--- src/design/kcw_pkg.sv ---
`timescale 1ns / 1ps
// ----------------------------------------------------------------------------
// Knapsack constant-weight encryptor package
// Shared widths, opcodes, token and configuration types, and the elaboration
// time functions that build the binomial and modulus tables.
// ----------------------------------------------------------------------------
package kcw_pkg;

    localparam int KEY_COUNT_DEF = 7;
    localparam int KEY_W         = 17;
    localparam int MSG_W         = 6;
    localparam int WEIGHT_W      = 3;
    localparam int IDX_W         = 3;
    localparam int MAX_WEIGHT    = (1 << WEIGHT_W) - 1;
    localparam int SUM_W         = KEY_W + WEIGHT_W;
    localparam int BINOM_W       = MSG_W + 1;
    localparam int BINOM_CAP     = 1 << MSG_W;
    localparam int STEP_W        = $clog2(SUM_W + 1);
    localparam int IN_DATA_W     = 32;
    localparam int OUT_DATA_W    = 24;

    localparam logic               OP_WRITE     = 1'b0;
    localparam logic               OP_ENCRYPT   = 1'b1;
    localparam logic [WEIGHT_W-1:0] WEIGHT_RESET = 3'd4;

    typedef struct packed {
        logic                valid;
        logic [MSG_W-1:0]    msg;
        logic [WEIGHT_W-1:0] left;
        logic [SUM_W-1:0]    sum;
    } t_token;

    typedef struct packed {
        logic             en;
        logic [IDX_W-1:0] index;
        logic [KEY_W-1:0] value;
    } t_key_wr;

    typedef struct packed {
        logic              enable;
        logic [SUM_W-1:0]  divisor;
        logic [STEP_W-1:0] steps;
    } t_red_cfg;

    function automatic logic [BINOM_W-1:0] binom_sat(input int n, input int k);
        int row [0:MAX_WEIGHT];
        int r;
        int j;
        int s;
        for (j = 0; j <= MAX_WEIGHT; j++) begin
            row[j] = 0;
        end
        row[0] = 1;
        for (r = 1; r <= n; r++) begin
            for (j = MAX_WEIGHT; j >= 1; j--) begin
                s = row[j] + row[j-1];
                row[j] = (s > BINOM_CAP) ? BINOM_CAP : s;
            end
        end
        if (k > n || k > MAX_WEIGHT) begin
            return '0;
        end
        return BINOM_W'(row[k]);
    endfunction

    function automatic longint mod_pow(input int k, input int w);
        longint p;
        int i;
        p = 1;
        for (i = 0; i < w; i++) begin
            p = p * longint'(k);
        end
        return p - 1;
    endfunction

    function automatic logic red_en(input int k, input int w);
        longint m;
        m = mod_pow(k, w);
        return (w >= 1) && (m < (longint'(1) << SUM_W));
    endfunction

    function automatic int red_shift(input int k, input int w);
        longint m;
        int b;
        int i;
        m = mod_pow(k, w);
        b = 0;
        for (i = 0; i < 63; i++) begin
            if (m[i]) begin
                b = i + 1;
            end
        end
        if (!red_en(k, w)) begin
            return 0;
        end
        return SUM_W - b;
    endfunction

    function automatic logic [SUM_W-1:0] red_div(input int k, input int w);
        logic [63:0] d;
        d = 64'(mod_pow(k, w)) << red_shift(k, w);
        if (!red_en(k, w)) begin
            return '0;
        end
        return d[SUM_W-1:0];
    endfunction

endpackage

--- src/design/kcw_cell.sv ---
`timescale 1ns / 1ps
// ----------------------------------------------------------------------------
// Knapsack encoder cell
// Holds one public key word and performs one step of the constant-weight
// encoding on the token that passes through it, adding its key when selected.
// ----------------------------------------------------------------------------
module kcw_cell #(
    parameter int KEY_COUNT = kcw_pkg::KEY_COUNT_DEF,
    parameter int INDEX     = 0
) (
    input  logic             i_clk,
    input  logic             i_rst_n,
    input  kcw_pkg::t_key_wr i_wr,
    input  kcw_pkg::t_token  i_tok,
    output kcw_pkg::t_token  o_tok
);
    import kcw_pkg::*;

    localparam int N = KEY_COUNT - 1 - INDEX;

    logic [BINOM_W-1:0] c_binom [0:MAX_WEIGHT];
    logic [BINOM_W-1:0] c_t;
    logic               c_take;
    logic [KEY_W-1:0]   r_key;
    t_token             r_tok;
    t_token             n_tok;

    for (genvar k = 0; k <= MAX_WEIGHT; k++) begin : g_binom
        assign c_binom[k] = binom_sat(N, k);
    end

    assign c_t    = c_binom[i_tok.left];
    assign c_take = (i_tok.left != '0) && ({1'b0, i_tok.msg} >= c_t);

    always_comb begin
        n_tok = i_tok;
        if (c_take) begin
            n_tok.msg  = i_tok.msg - c_t[MSG_W-1:0];
            n_tok.left = i_tok.left - 1'b1;
            n_tok.sum  = i_tok.sum + SUM_W'(r_key);
        end
    end

    always_ff @(posedge i_clk) begin
        if (!i_rst_n) begin
            r_tok.valid <= 1'b0;
        end else begin
            r_tok.valid <= i_tok.valid;
        end
        r_tok.msg  <= n_tok.msg;
        r_tok.left <= n_tok.left;
        r_tok.sum  <= n_tok.sum;
        if (i_wr.en && (int'(i_wr.index) == INDEX)) begin
            r_key <= i_wr.value;
        end
    end

    assign o_tok = r_tok;

endmodule

--- src/design/kcw_reducer.sv ---
`timescale 1ns / 1ps
// ----------------------------------------------------------------------------
// Modular reducer
// Reduces the raw key sum modulo the selected modulus by shift and
// conditional subtract, one divisor position per cycle.
// ----------------------------------------------------------------------------
module kcw_reducer (
    input  logic                       i_clk,
    input  logic                       i_rst_n,
    input  logic                       i_start,
    input  logic [kcw_pkg::SUM_W-1:0]  i_value,
    input  kcw_pkg::t_red_cfg          i_cfg,
    output logic                       o_done,
    output logic [kcw_pkg::SUM_W-1:0]  o_value
);
    import kcw_pkg::*;

    logic              r_busy;
    logic              r_done;
    logic [SUM_W-1:0]  r_x;
    logic [SUM_W-1:0]  r_d;
    logic [STEP_W-1:0] r_j;

    always_ff @(posedge i_clk) begin
        if (!i_rst_n) begin
            r_busy <= 1'b0;
            r_done <= 1'b0;
        end else begin
            r_done <= 1'b0;
            if (i_start) begin
                r_busy <= i_cfg.enable;
                r_done <= !i_cfg.enable;
            end else if (r_busy && r_j == '0) begin
                r_busy <= 1'b0;
                r_done <= 1'b1;
            end
        end
        if (i_start) begin
            r_x <= i_value;
            r_d <= i_cfg.divisor;
            r_j <= i_cfg.steps;
        end else if (r_busy) begin
            if (r_x >= r_d) begin
                r_x <= r_x - r_d;
            end
            r_d <= r_d >> 1;
            if (r_j != '0) begin
                r_j <= r_j - 1'b1;
            end
        end
    end

    assign o_done  = r_done;
    assign o_value = r_x;

endmodule

--- src/design/knapsack_constant_weight_encryptor_core.sv ---
`timescale 1ns / 1ps
// ----------------------------------------------------------------------------
// Knapsack constant-weight encryptor core
// Loads public key words and encrypts messages with a constant-weight
// encoding followed by a modular knapsack sum.
// ----------------------------------------------------------------------------
// A key write transaction is taken whenever no encryption is in flight, and
// writes may then follow each other in every cycle. An encrypt transaction
// passes through a row of KEY_COUNT cells, one cell per cycle. It then passes
// through a modular reducer, which skips the reduction when the weight is zero
// or the modulus exceeds the sum width. The result is registered and, once the
// output register is free or being read, loaded into it; the input reopens as
// that load happens. The block takes no new transaction while an encryption is
// in flight, but it does take one while a finished result still waits in the
// output register; a second finished result waits until that register is read.
// ----------------------------------------------------------------------------
module knapsack_constant_weight_encryptor_core #(
    parameter int KEY_COUNT = kcw_pkg::KEY_COUNT_DEF
) (
    input  logic                                i_clk,
    input  logic                                i_rst_n,
    input  logic                                i_cfg_wr_en,
    input  logic [kcw_pkg::WEIGHT_W-1:0]        i_cfg_wr_data,
    input  logic                                s_axis_tvalid,
    output logic                                s_axis_tready,
    // key_index [2:0], key_value [19:3], message [25:20], zero [31:26]
    input  logic [kcw_pkg::IN_DATA_W-1:0]       s_axis_tdata,
    // opcode [0]
    input  logic                                s_axis_tuser,
    output logic                                m_axis_tvalid,
    input  logic                                m_axis_tready,
    // ciphertext [16:0], zero [23:17]
    output logic [kcw_pkg::OUT_DATA_W-1:0]      m_axis_tdata,
    // range_error [0]
    output logic                                m_axis_tuser
);
    import kcw_pkg::*;

    localparam logic [1:0] S_IDLE  = 2'd0;
    localparam logic [1:0] S_CHAIN = 2'd1;
    localparam logic [1:0] S_RED   = 2'd2;
    localparam logic [1:0] S_HOLD  = 2'd3;

    logic [1:0]          r_state;
    logic [1:0]          n_state;
    logic [WEIGHT_W-1:0] r_weight;
    logic                r_err;
    logic [KEY_W-1:0]    r_res;
    logic                r_out_valid;
    logic [KEY_W-1:0]    r_out_ct;
    logic                r_out_err;

    logic [BINOM_W-1:0]  c_total   [0:MAX_WEIGHT];
    t_red_cfg            c_red_tab [0:MAX_WEIGHT];
    t_token              c_tok     [0:KEY_COUNT];
    logic [KEY_COUNT-1:0] c_tok_valid;

    logic [IDX_W-1:0]    c_index;
    logic [KEY_W-1:0]    c_value;
    logic [MSG_W-1:0]    c_msg;
    logic                c_accept;
    logic                c_encrypt;
    logic                c_range_err;
    logic                c_chain_done;
    logic                c_out_load;
    t_key_wr             c_wr;
    logic                c_red_done;
    logic [SUM_W-1:0]    c_red_value;

    for (genvar w = 0; w <= MAX_WEIGHT; w++) begin : g_tab
        assign c_total[w]           = binom_sat(KEY_COUNT, w);
        assign c_red_tab[w].enable  = red_en(KEY_COUNT, w);
        assign c_red_tab[w].divisor = red_div(KEY_COUNT, w);
        assign c_red_tab[w].steps   = STEP_W'(red_shift(KEY_COUNT, w));
    end

    assign c_index     = s_axis_tdata[IDX_W-1:0];
    assign c_value     = s_axis_tdata[IDX_W+KEY_W-1:IDX_W];
    assign c_msg       = s_axis_tdata[IDX_W+KEY_W+MSG_W-1:IDX_W+KEY_W];
    assign s_axis_tready = (r_state == S_IDLE);
    assign c_accept    = s_axis_tvalid && s_axis_tready;
    assign c_encrypt   = c_accept && (s_axis_tuser == OP_ENCRYPT);
    assign c_range_err = ({1'b0, c_msg} >= c_total[r_weight]);

    assign c_wr.en    = c_accept && (s_axis_tuser == OP_WRITE);
    assign c_wr.index = c_index;
    assign c_wr.value = c_value;

    assign c_tok[0].valid = c_encrypt;
    assign c_tok[0].msg   = c_msg;
    assign c_tok[0].left  = r_weight;
    assign c_tok[0].sum   = '0;

    for (genvar i = 0; i < KEY_COUNT; i++) begin : g_cell
        kcw_cell #(
            .KEY_COUNT (KEY_COUNT),
            .INDEX     (i)
        ) u_cell (
            .i_clk   (i_clk),
            .i_rst_n (i_rst_n),
            .i_wr    (c_wr),
            .i_tok   (c_tok[i]),
            .o_tok   (c_tok[i+1])
        );
        assign c_tok_valid[i] = c_tok[i+1].valid;
    end

    assign c_chain_done = c_tok[KEY_COUNT].valid;

    kcw_reducer u_reducer (
        .i_clk   (i_clk),
        .i_rst_n (i_rst_n),
        .i_start (c_chain_done),
        .i_value (c_tok[KEY_COUNT].sum),
        .i_cfg   (c_red_tab[r_weight]),
        .o_done  (c_red_done),
        .o_value (c_red_value)
    );

    assign c_out_load = (r_state == S_HOLD) && (!r_out_valid || m_axis_tready);

    always_comb begin
        n_state = r_state;
        case (r_state)
            S_IDLE: begin
                if (c_encrypt) begin
                    n_state = S_CHAIN;
                end
            end
            S_CHAIN: begin
                if (c_chain_done) begin
                    n_state = S_RED;
                end
            end
            S_RED: begin
                if (c_red_done) begin
                    n_state = S_HOLD;
                end
            end
            S_HOLD: begin
                if (c_out_load) begin
                    n_state = S_IDLE;
                end
            end
            default: begin
                n_state = S_IDLE;
            end
        endcase
    end

    always_ff @(posedge i_clk) begin
        if (!i_rst_n) begin
            r_state     <= S_IDLE;
            r_weight    <= WEIGHT_RESET;
            r_out_valid <= 1'b0;
        end else begin
            r_state <= n_state;
            if (i_cfg_wr_en) begin
                r_weight <= i_cfg_wr_data;
            end
            if (c_out_load) begin
                r_out_valid <= 1'b1;
            end else if (m_axis_tready) begin
                r_out_valid <= 1'b0;
            end
        end
        if (c_encrypt) begin
            r_err <= c_range_err;
        end
        if (r_state == S_RED && c_red_done) begin
            r_res <= r_err ? '0 : c_red_value[KEY_W-1:0];
        end
        if (c_out_load) begin
            r_out_ct  <= r_res;
            r_out_err <= r_err;
        end
    end

    assign m_axis_tvalid = r_out_valid;
    assign m_axis_tdata  = OUT_DATA_W'(r_out_ct);
    assign m_axis_tuser  = r_out_err;

    a_one_token: assert property (@(posedge i_clk) disable iff (!i_rst_n)
        $countones(c_tok_valid) <= 1)
        else $error("more than one token in the cell row");

    a_token_state: assert property (@(posedge i_clk) disable iff (!i_rst_n)
        (c_tok_valid != '0) |-> (r_state == S_CHAIN))
        else $error("token in the cell row outside the chain state");

    a_encrypt_launch: assert property (@(posedge i_clk) disable iff (!i_rst_n)
        c_encrypt |=> (r_state == S_CHAIN))
        else $error("encrypt transaction did not start the cell row");

    a_red_state: assert property (@(posedge i_clk) disable iff (!i_rst_n)
        c_red_done |-> (r_state == S_RED))
        else $error("reducer finished outside the reduce state");

    a_err_zero: assert property (@(posedge i_clk) disable iff (!i_rst_n)
        (m_axis_tvalid && m_axis_tuser) |-> (m_axis_tdata == '0))
        else $error("range error with a nonzero ciphertext");

endmodule

--- config.mk ---
export PLATFORM = sky130hd
export DESIGN_NAME = knapsack_constant_weight_encryptor_core
export DESIGN_NICKNAME = d
export VERILOG_FILES = /design/src/design/kcw_pkg.sv /design/src/design/kcw_cell.sv /design/src/design/kcw_reducer.sv /design/src/design/knapsack_constant_weight_encryptor_core.sv
export SDC_FILE = /design/constraint.sdc
export NUM_CORES = 1
export LEC_CHECK = 0
export BUFFER_PORTS_ARGS = -buffer_cell sky130_fd_sc_hd__buf_2
export CORE_ASPECT_RATIO = 1.75
export CORE_UTILIZATION = 49
export CTS_CLUSTER_SIZE = 30
export DETAILED_ROUTE_END_ITERATION = 12
export MAX_ROUTING_LAYER = met4
export PLACE_DENSITY_LB_ADDON = 0.15
export SKIP_CTS_REPAIR_TIMING = 1
export SYNTH_ARGS = -nofsm -noshare
export SYNTH_HDL_FRONTEND = slang
export SYNTH_SLANG_ARGS = --single-unit
--- constraint.sdc ---
create_clock -name i_clk -period 8.1 [get_ports i_clk]
set_clock_uncertainty 0.1 [all_clocks]
set_input_delay 0.405 -clock i_clk [delete_from_list [all_inputs] [get_ports i_clk]]
set_output_delay 0.405 -clock i_clk [all_outputs]
set_load 0.01 [all_outputs]
Word-level counts from Yosys, hierarchy flattened:

Memory sizes are Yosys's and may differ from the RTL's.
Cells that the tools add are included.

* add/sub/neg operators: 20
* multipliers: 0
* div/mod/pow operators: 0
* magnitude comparators: 16
* eq/ne operators: 13
* shift operators: 0
* mux-type cells: 44
* bitwise operators: 8
* reduce and logical (&&, ||, !) cells: 42

Operator list (count)
* $mux 29: 6
* $add 20x17->20: 6
* $mux 20: 6
* $mux 7: 16
* $ge 6x7->1: 8
* $mux 26: 2
* $sub 6x6->6: 6
* $ge 4x4->1 const B: 7
* $not 3->4: 7
* $reduce_bool 3->1: 7
* $ge 20x20->1: 1
* $logic_and 1x1->1: 20
* $sub 20x20->20: 1
* $sub 3x1->3 const B: 6
* $mux 5: 3
* $eq 3x3->1 const B: 4
* $reduce_bool 2->1: 5
* $mux 2: 4
* $pmux 2 s4: 1
* $eq 3x2->1 const B: 2
* $mux 1: 6
* $ne 2x1->1 const B: 3
* $logic_not 5->1: 1
* $reduce_bool 5->1: 1
* 11 further kinds: 14

* register bits after elaboration: 409
* latch bits: 0
* memory bits (writable): 0
* memory bits (read-only): 656
* word-level logic and storage cells: 198
* memories: 9

Memory list
* (name not given): words 8, width 26, read ports 1, clocked after memory_dff 0, write ports 0, line knapsack_constant_weight_encryptor_core.sv:115 `.i_cfg (c_red_tab[r_weight]),`
* (name not given): words 8, width 7, read ports 1, clocked after memory_dff 0, write ports 0, line kcw_cell.sv:32 `assign c_t = c_binom[i_tok.left];`
* (name not given): words 8, width 7, read ports 1, clocked after memory_dff 0, write ports 0, line kcw_cell.sv:32
* (name not given): words 8, width 7, read ports 1, clocked after memory_dff 0, write ports 0, line kcw_cell.sv:32
* (name not given): words 8, width 7, read ports 1, clocked after memory_dff 0, write ports 0, line kcw_cell.sv:32
* (name not given): words 8, width 7, read ports 1, clocked after memory_dff 0, write ports 0, line kcw_cell.sv:32
* 3 more memories

Depth between registers and ports, before layout:

* depth after elaboration: 7
* mapped depth: 14
* depth with buffers taken out: 13

Modules after synthesis:

A second synthesis with hierarchy kept.

* cell total of the unflattened synthesis: 2250
* area total of the unflattened synthesis: 22783.1 µm²

By module, submodules not included
* kcw_reducer: instances 1, cells an instance 339, area an instance 3141.8 µm², seq. area each 1391.3 µm²
* kcw_cell at g_cell[0].u_cell: instances 1, cells an instance 261, area an instance 2656.3 µm², seq. area each 1111.1 µm²
* kcw_cell at g_cell[2].u_cell: instances 1, cells an instance 260, area an instance 2631.3 µm², seq. area each 1111.1 µm²
* kcw_cell at g_cell[3].u_cell: instances 1, cells an instance 262, area an instance 2546.2 µm², seq. area each 1111.1 µm²
* kcw_cell at g_cell[1].u_cell: instances 1, cells an instance 250, area an instance 2528.7 µm², seq. area each 1111.1 µm²
* kcw_cell at g_cell[4].u_cell: instances 1, cells an instance 241, area an instance 2492.4 µm², seq. area each 1111.1 µm²
* kcw_cell at g_cell[6].u_cell: instances 1, cells an instance 251, area an instance 2484.9 µm², seq. area each 1111.1 µm²
* kcw_cell at g_cell[5].u_cell: instances 1, cells an instance 243, area an instance 2406.1 µm², seq. area each 1111.1 µm²
* knapsack_constant_weight_encryptor_core: instances 1, cells an instance 143, area an instance 1895.6 µm², seq. area each 1201.2 µm²

Worst setup path before layout:

No wires, ideal clock.

* path type: reg-to-reg
* start: register u_reducer.r_x[0] (netlist: u_reducer.o_value[0])
* end: register u_reducer.r_x[0] (netlist: u_reducer.o_value[0]) (enable)
* setup time: 0.422 ns
* arrival time: 3.455 ns
* required time: 7.578 ns
* path slack: 4.123 ns
* stages on the path, launching flop included: 12
* buffers on the path: 0
* clock period less this slack: 3.977 ns
* path through: edfxtp_1 -> inv_1 -> ha_1 -> inv_1 -> fa_1 -> a211oi_1 -> or4_4 -> a31oi_1 -> o21ai_0 -> a21oi_1 -> a41oi_1 -> nor3_1

* cells in the longest elaborated chain, start to end: 3

Ends and longest elaborated chain
* start, declared: line kcw_reducer.sv:20 `logic [SUM_W-1:0] r_x;`
* start signal, assigned: line kcw_reducer.sv:39 `r_x <= i_value;`
* start signal, assigned: line kcw_reducer.sv:44 `r_x <= r_x - r_d;`
* $ge 20x20->1: line kcw_reducer.sv:43 `if (r_x >= r_d) begin`
* $reduce_bool 2->1 (no line)
* $reduce_and 2->1 (no line)

No other way between the ends.
A chain may end at the register's enable or synchronous reset.

Worst setup path in the final report:

* start: register u_reducer.r_x[0] (netlist: u_reducer.o_value[0])
* end: register u_reducer.r_x[1] (netlist: u_reducer.o_value[1]) (enable)

Same word-level chain as after synthesis.

==> summary.txt <==
Min path
  • Hold crit path type: in -> reg
  • Hold Path Depth: 3

Drt
  • Drc violations: 0
  • Iteration-0 DRC Markers: 445
  • Detailed Routing Iterations Pass 1: 5
  • Via count: 14010
  • WL/cell: 16.04 um
  • Via density: 5.386
  • Final ANT Viol Nets: 0
  • Total wire length: 41.75 mm

Setup path
  • Crit. End Element: register
  • Worst R2R Path Depth: 12
  • Crit path max fanout: 18
  • WP data required: 8.21 ns
  • Crit-path most repeated cell: inv_1
  • Critical-path cell list: inv_1, ha_1, inv_1, fa_1, a211oi_1, or4_4, a31oi_1, o21ai_0, a21oi_1, a41oi_1, nor3_2, buf_4
  • Max stage delay on crit path: 0.55 ns
  • Worst EP arrival: 3.63 ns
  • Crit path launch type: register
  • Type of the worst setup path: reg -> reg
  • Worst path slowest cell: or4_4

STA
  • Final slew viol count: 0
  • Max Fclk: 0.2844 GHz
  • Setup Viol. Count Final: 0
  • Worst slew pin tran: 1.173 ns
  • Final Critical Period: 3.516 ns
  • Period utilisation layout: 43.41%
  • RSZ-0062 raised after global routing: false
  • Rel. slew slack: 21.81%
  • Setup WS post-layout: 4.584 ns
  • Fin. Hold Viols: 0
  • Setup tns final: 0 ns

CTS
  • Reg clk slew, reported paths: 0.06 ns
  • Clk_lat worst skew: 0.54 ns
  • CTS Buf Count: 39
  • CTS tree: built
  • Root buffer cell: clkbuf_16
  • CTS Buffer Depth: 3
  • H-tree Lvls: 2
  • CTS sink cnt: 403

Yosys
  • Register area share after synthesis: 49.56%
  • Count of cell types in the netlist: 88
  • Adder-cell share of the synthesized area: 11.84%
  • Post-synthesis compound-gate area fraction: 15.97%
  • Post-synth top area share: 29.56%
  • Post-synthesis cell count: 1956
  • Yosys warns: 0
  • Ys flop type: dfxtp_1
  • Synth async-reset ratio: 0%
  • Mean area per synthesized cell: 10.39 sq um
  • Mux contribution to synthesized area: 1.109%
  • Register bit total from synthesis: 403
  • Area leader, netlist: edfxtp_1
  • Post-synth EDFFs: 200
  • Main combinational cell family by area after synthesis: compound AO/OA/AOI/OAI gates
  • Synth Cell Area: 0.02032 sq mm
  • Post-synthesis xor/xnor area fraction: 5.087%
  • Synth area leaders: edfxtp_1 (30%), dfxtp_1 (20%), ha_1 (11%), nand2_1 (4.2%), o21ai_0 (4.2%)
  • Post-Synth Simple-Gate Area: 13.11%

Placed design
  • GP Congestion: 0.9061
  • HPWL after detailed placement: 32.27 mm
  • Port Buffers: 54
  • Post-place setup slack: 4.573 ns
  • Placed Area: 0.02118 sq mm

Run
  • Max_cap viols: 0

Layout
  • Area grow syn2layout: 10.27%
  • Final #Nets: 2247
  • Share of post-route cells with drive strength above 1: 8.484%
  • Design area: 0.02240 sq mm

Die
  • Initial Util: 49.76%
  • Placeable Area: 0.04083 sq mm
  • Die Span X: 155.9 um
  • Die footprint: 0.04231 sq mm
  • Die Height: 271.4 um
  • Row count: 98
  • Ports: 68

Power
  • Worst VDD drop: 153.2 uV
  • P_leak: 0.009044 uW
  • PwrDens: 336.0 mW/mm^2

GRT
  • Global route total overflow: 0
  • Antenna violations before repair: 2
  • Gr usage total: 20.73%
  • First-pass GRT wire length: 67.79 mm
  • Vias in the first global route: 14520
  • Largest net degree at the start of global routing: 81

Outcome
  • Outcome: completed
[final cells by class]
cell class	instances	area [sq um]
Sequential cell	403	10070
Antenna cell	1	2.502
Clock inverter	18	117.6
Tap cell	550	688.2
Timing Repair Buffer	70	390.4
Multi-Input combinational cell	1396	9617
Clock buffer	53	1101
Fill cell	3599	18430
Inverter	111	416.7
[routing by layer]
layer	GRT usage [%]	up-vias	routed length [um]	part of all wire [%]
met2	40.44	207	23580	56
li1	-	7147	-	-
met1	18.88	6541	14960	36
met5	-	-	0	0
met4	11.48	0	2221	5.3
met3	2.538	119	984	2.4
[Yosys cell counts (11+ instances only)]
cell type / number
clkbuf_1: 34
a211oi_1: 18
dfxtp_1: 203
inv_1: 111
o21ai_0: 170
and2_1: 37
mux2_2: 12
nand4_1: 12
nand2b_1: 14
a31oi_1: 15
o21bai_1: 17
nor3_1: 31
edfxtp_1: 200
ha_1: 173
fa_1: 12
a21o_1: 40
nor2b_1: 40
nor3b_1: 11
xor2_1: 56
o211ai_1: 13
o31ai_1: 15
a21oi_1: 121
and3_1: 17
nor2_1: 94
nand2_1: 229
xnor2_1: 62
o21a_1: 25
nand3_1: 34
[placed cells by master, fill, tap and decap left out, types with 28 or more instances in the layout]
master | netlist | final
nand2_1 | 229 | 229
dfxtp_1 | 203 | 202
edfxtp_1 | 200 | 200
ha_1 | 173 | 173
o21ai_0 | 170 | 170
a21oi_1 | 121 | 121
inv_1 | 111 | 111
nor2_1 | 94 | 94
xnor2_1 | 62 | 62
xor2_1 | 56 | 56
buf_2 | 6 | 54
clkbuf_16 | 0 | 41
a21o_1 | 40 | 40
nor2b_1 | 40 | 39
and2_1 | 37 | 37
nand3_1 | 34 | 34
nor3_1 | 31 | 28
[critical path, delay by kind of cell (launching register included)]
family,cells,cell delay [ns]
simple gates,2,0.82
compound gates,5,1.03
buf+inv,3,0.46
flops,1,0.33
fa+ha+maj,2,0.44
[cells by family after synthesis]
logic type,Yosys count
xor gates and xnor gates,118
muxes,21
other,1
DFF,403
buffers and inverters,163
and+or+nand+nor,558
adders and majority gates,185
AOI/OAI and AO/OA,507
[per-stage QoR]
stage,std cells,power [uW],hold slack [ns],utilization (%)
2_1_floorplan,1962,5170,0.3003,-
3_3_place_gp,2530,5727,0.3026,51.88
3_5_place_dp,2530,5820,0.3045,51.88
4_1_cts,2601,7594,-0.01999,54.86
5_1_grt,2602,8090,0.008441,54.87
6_report,2602,7528,0.01241,54.87
[path summary, 6_finish.rpt]
kind	startpoint	end	slack, ns
worst min register to register	r_res[12]	r_out_ct[12]	0.31
worst min-delay path	i_cfg_wr_data[2]	r_weight[2]	0.01
worst max-delay path	u_reducer.o_value[0]	u_reducer.o_value[1]	4.58
worst max register to register	u_reducer.o_value[0]	u_reducer.o_value[1]	4.58
[sequential cells by signal, indices dropped and copies added, names as in the netlist]
register,flops
g_cell.u_cell.o_tok,195
g_cell.u_cell.r_key,119
u_reducer.o_value,20
u_reducer.r_d,20
r_out_ct,17
r_res,17
u_reducer.r_j,5
r_weight,3
r_state,2
m_axis_tuser,1
m_axis_tvalid,1
r_err,1
u_reducer.o_done,1
u_reducer.r_busy,1
[power by group]
| group | switching, uW | leakage, uW | internal, uW |
|---|---|---|---|
| logic | 1650 | 0.00494 | 1240 |
| clock network | 774 | 0.000596 | 965 |
| registers | 263 | 0.00351 | 2640 |
Note: power is estimated with default switching activity, not from simulation.
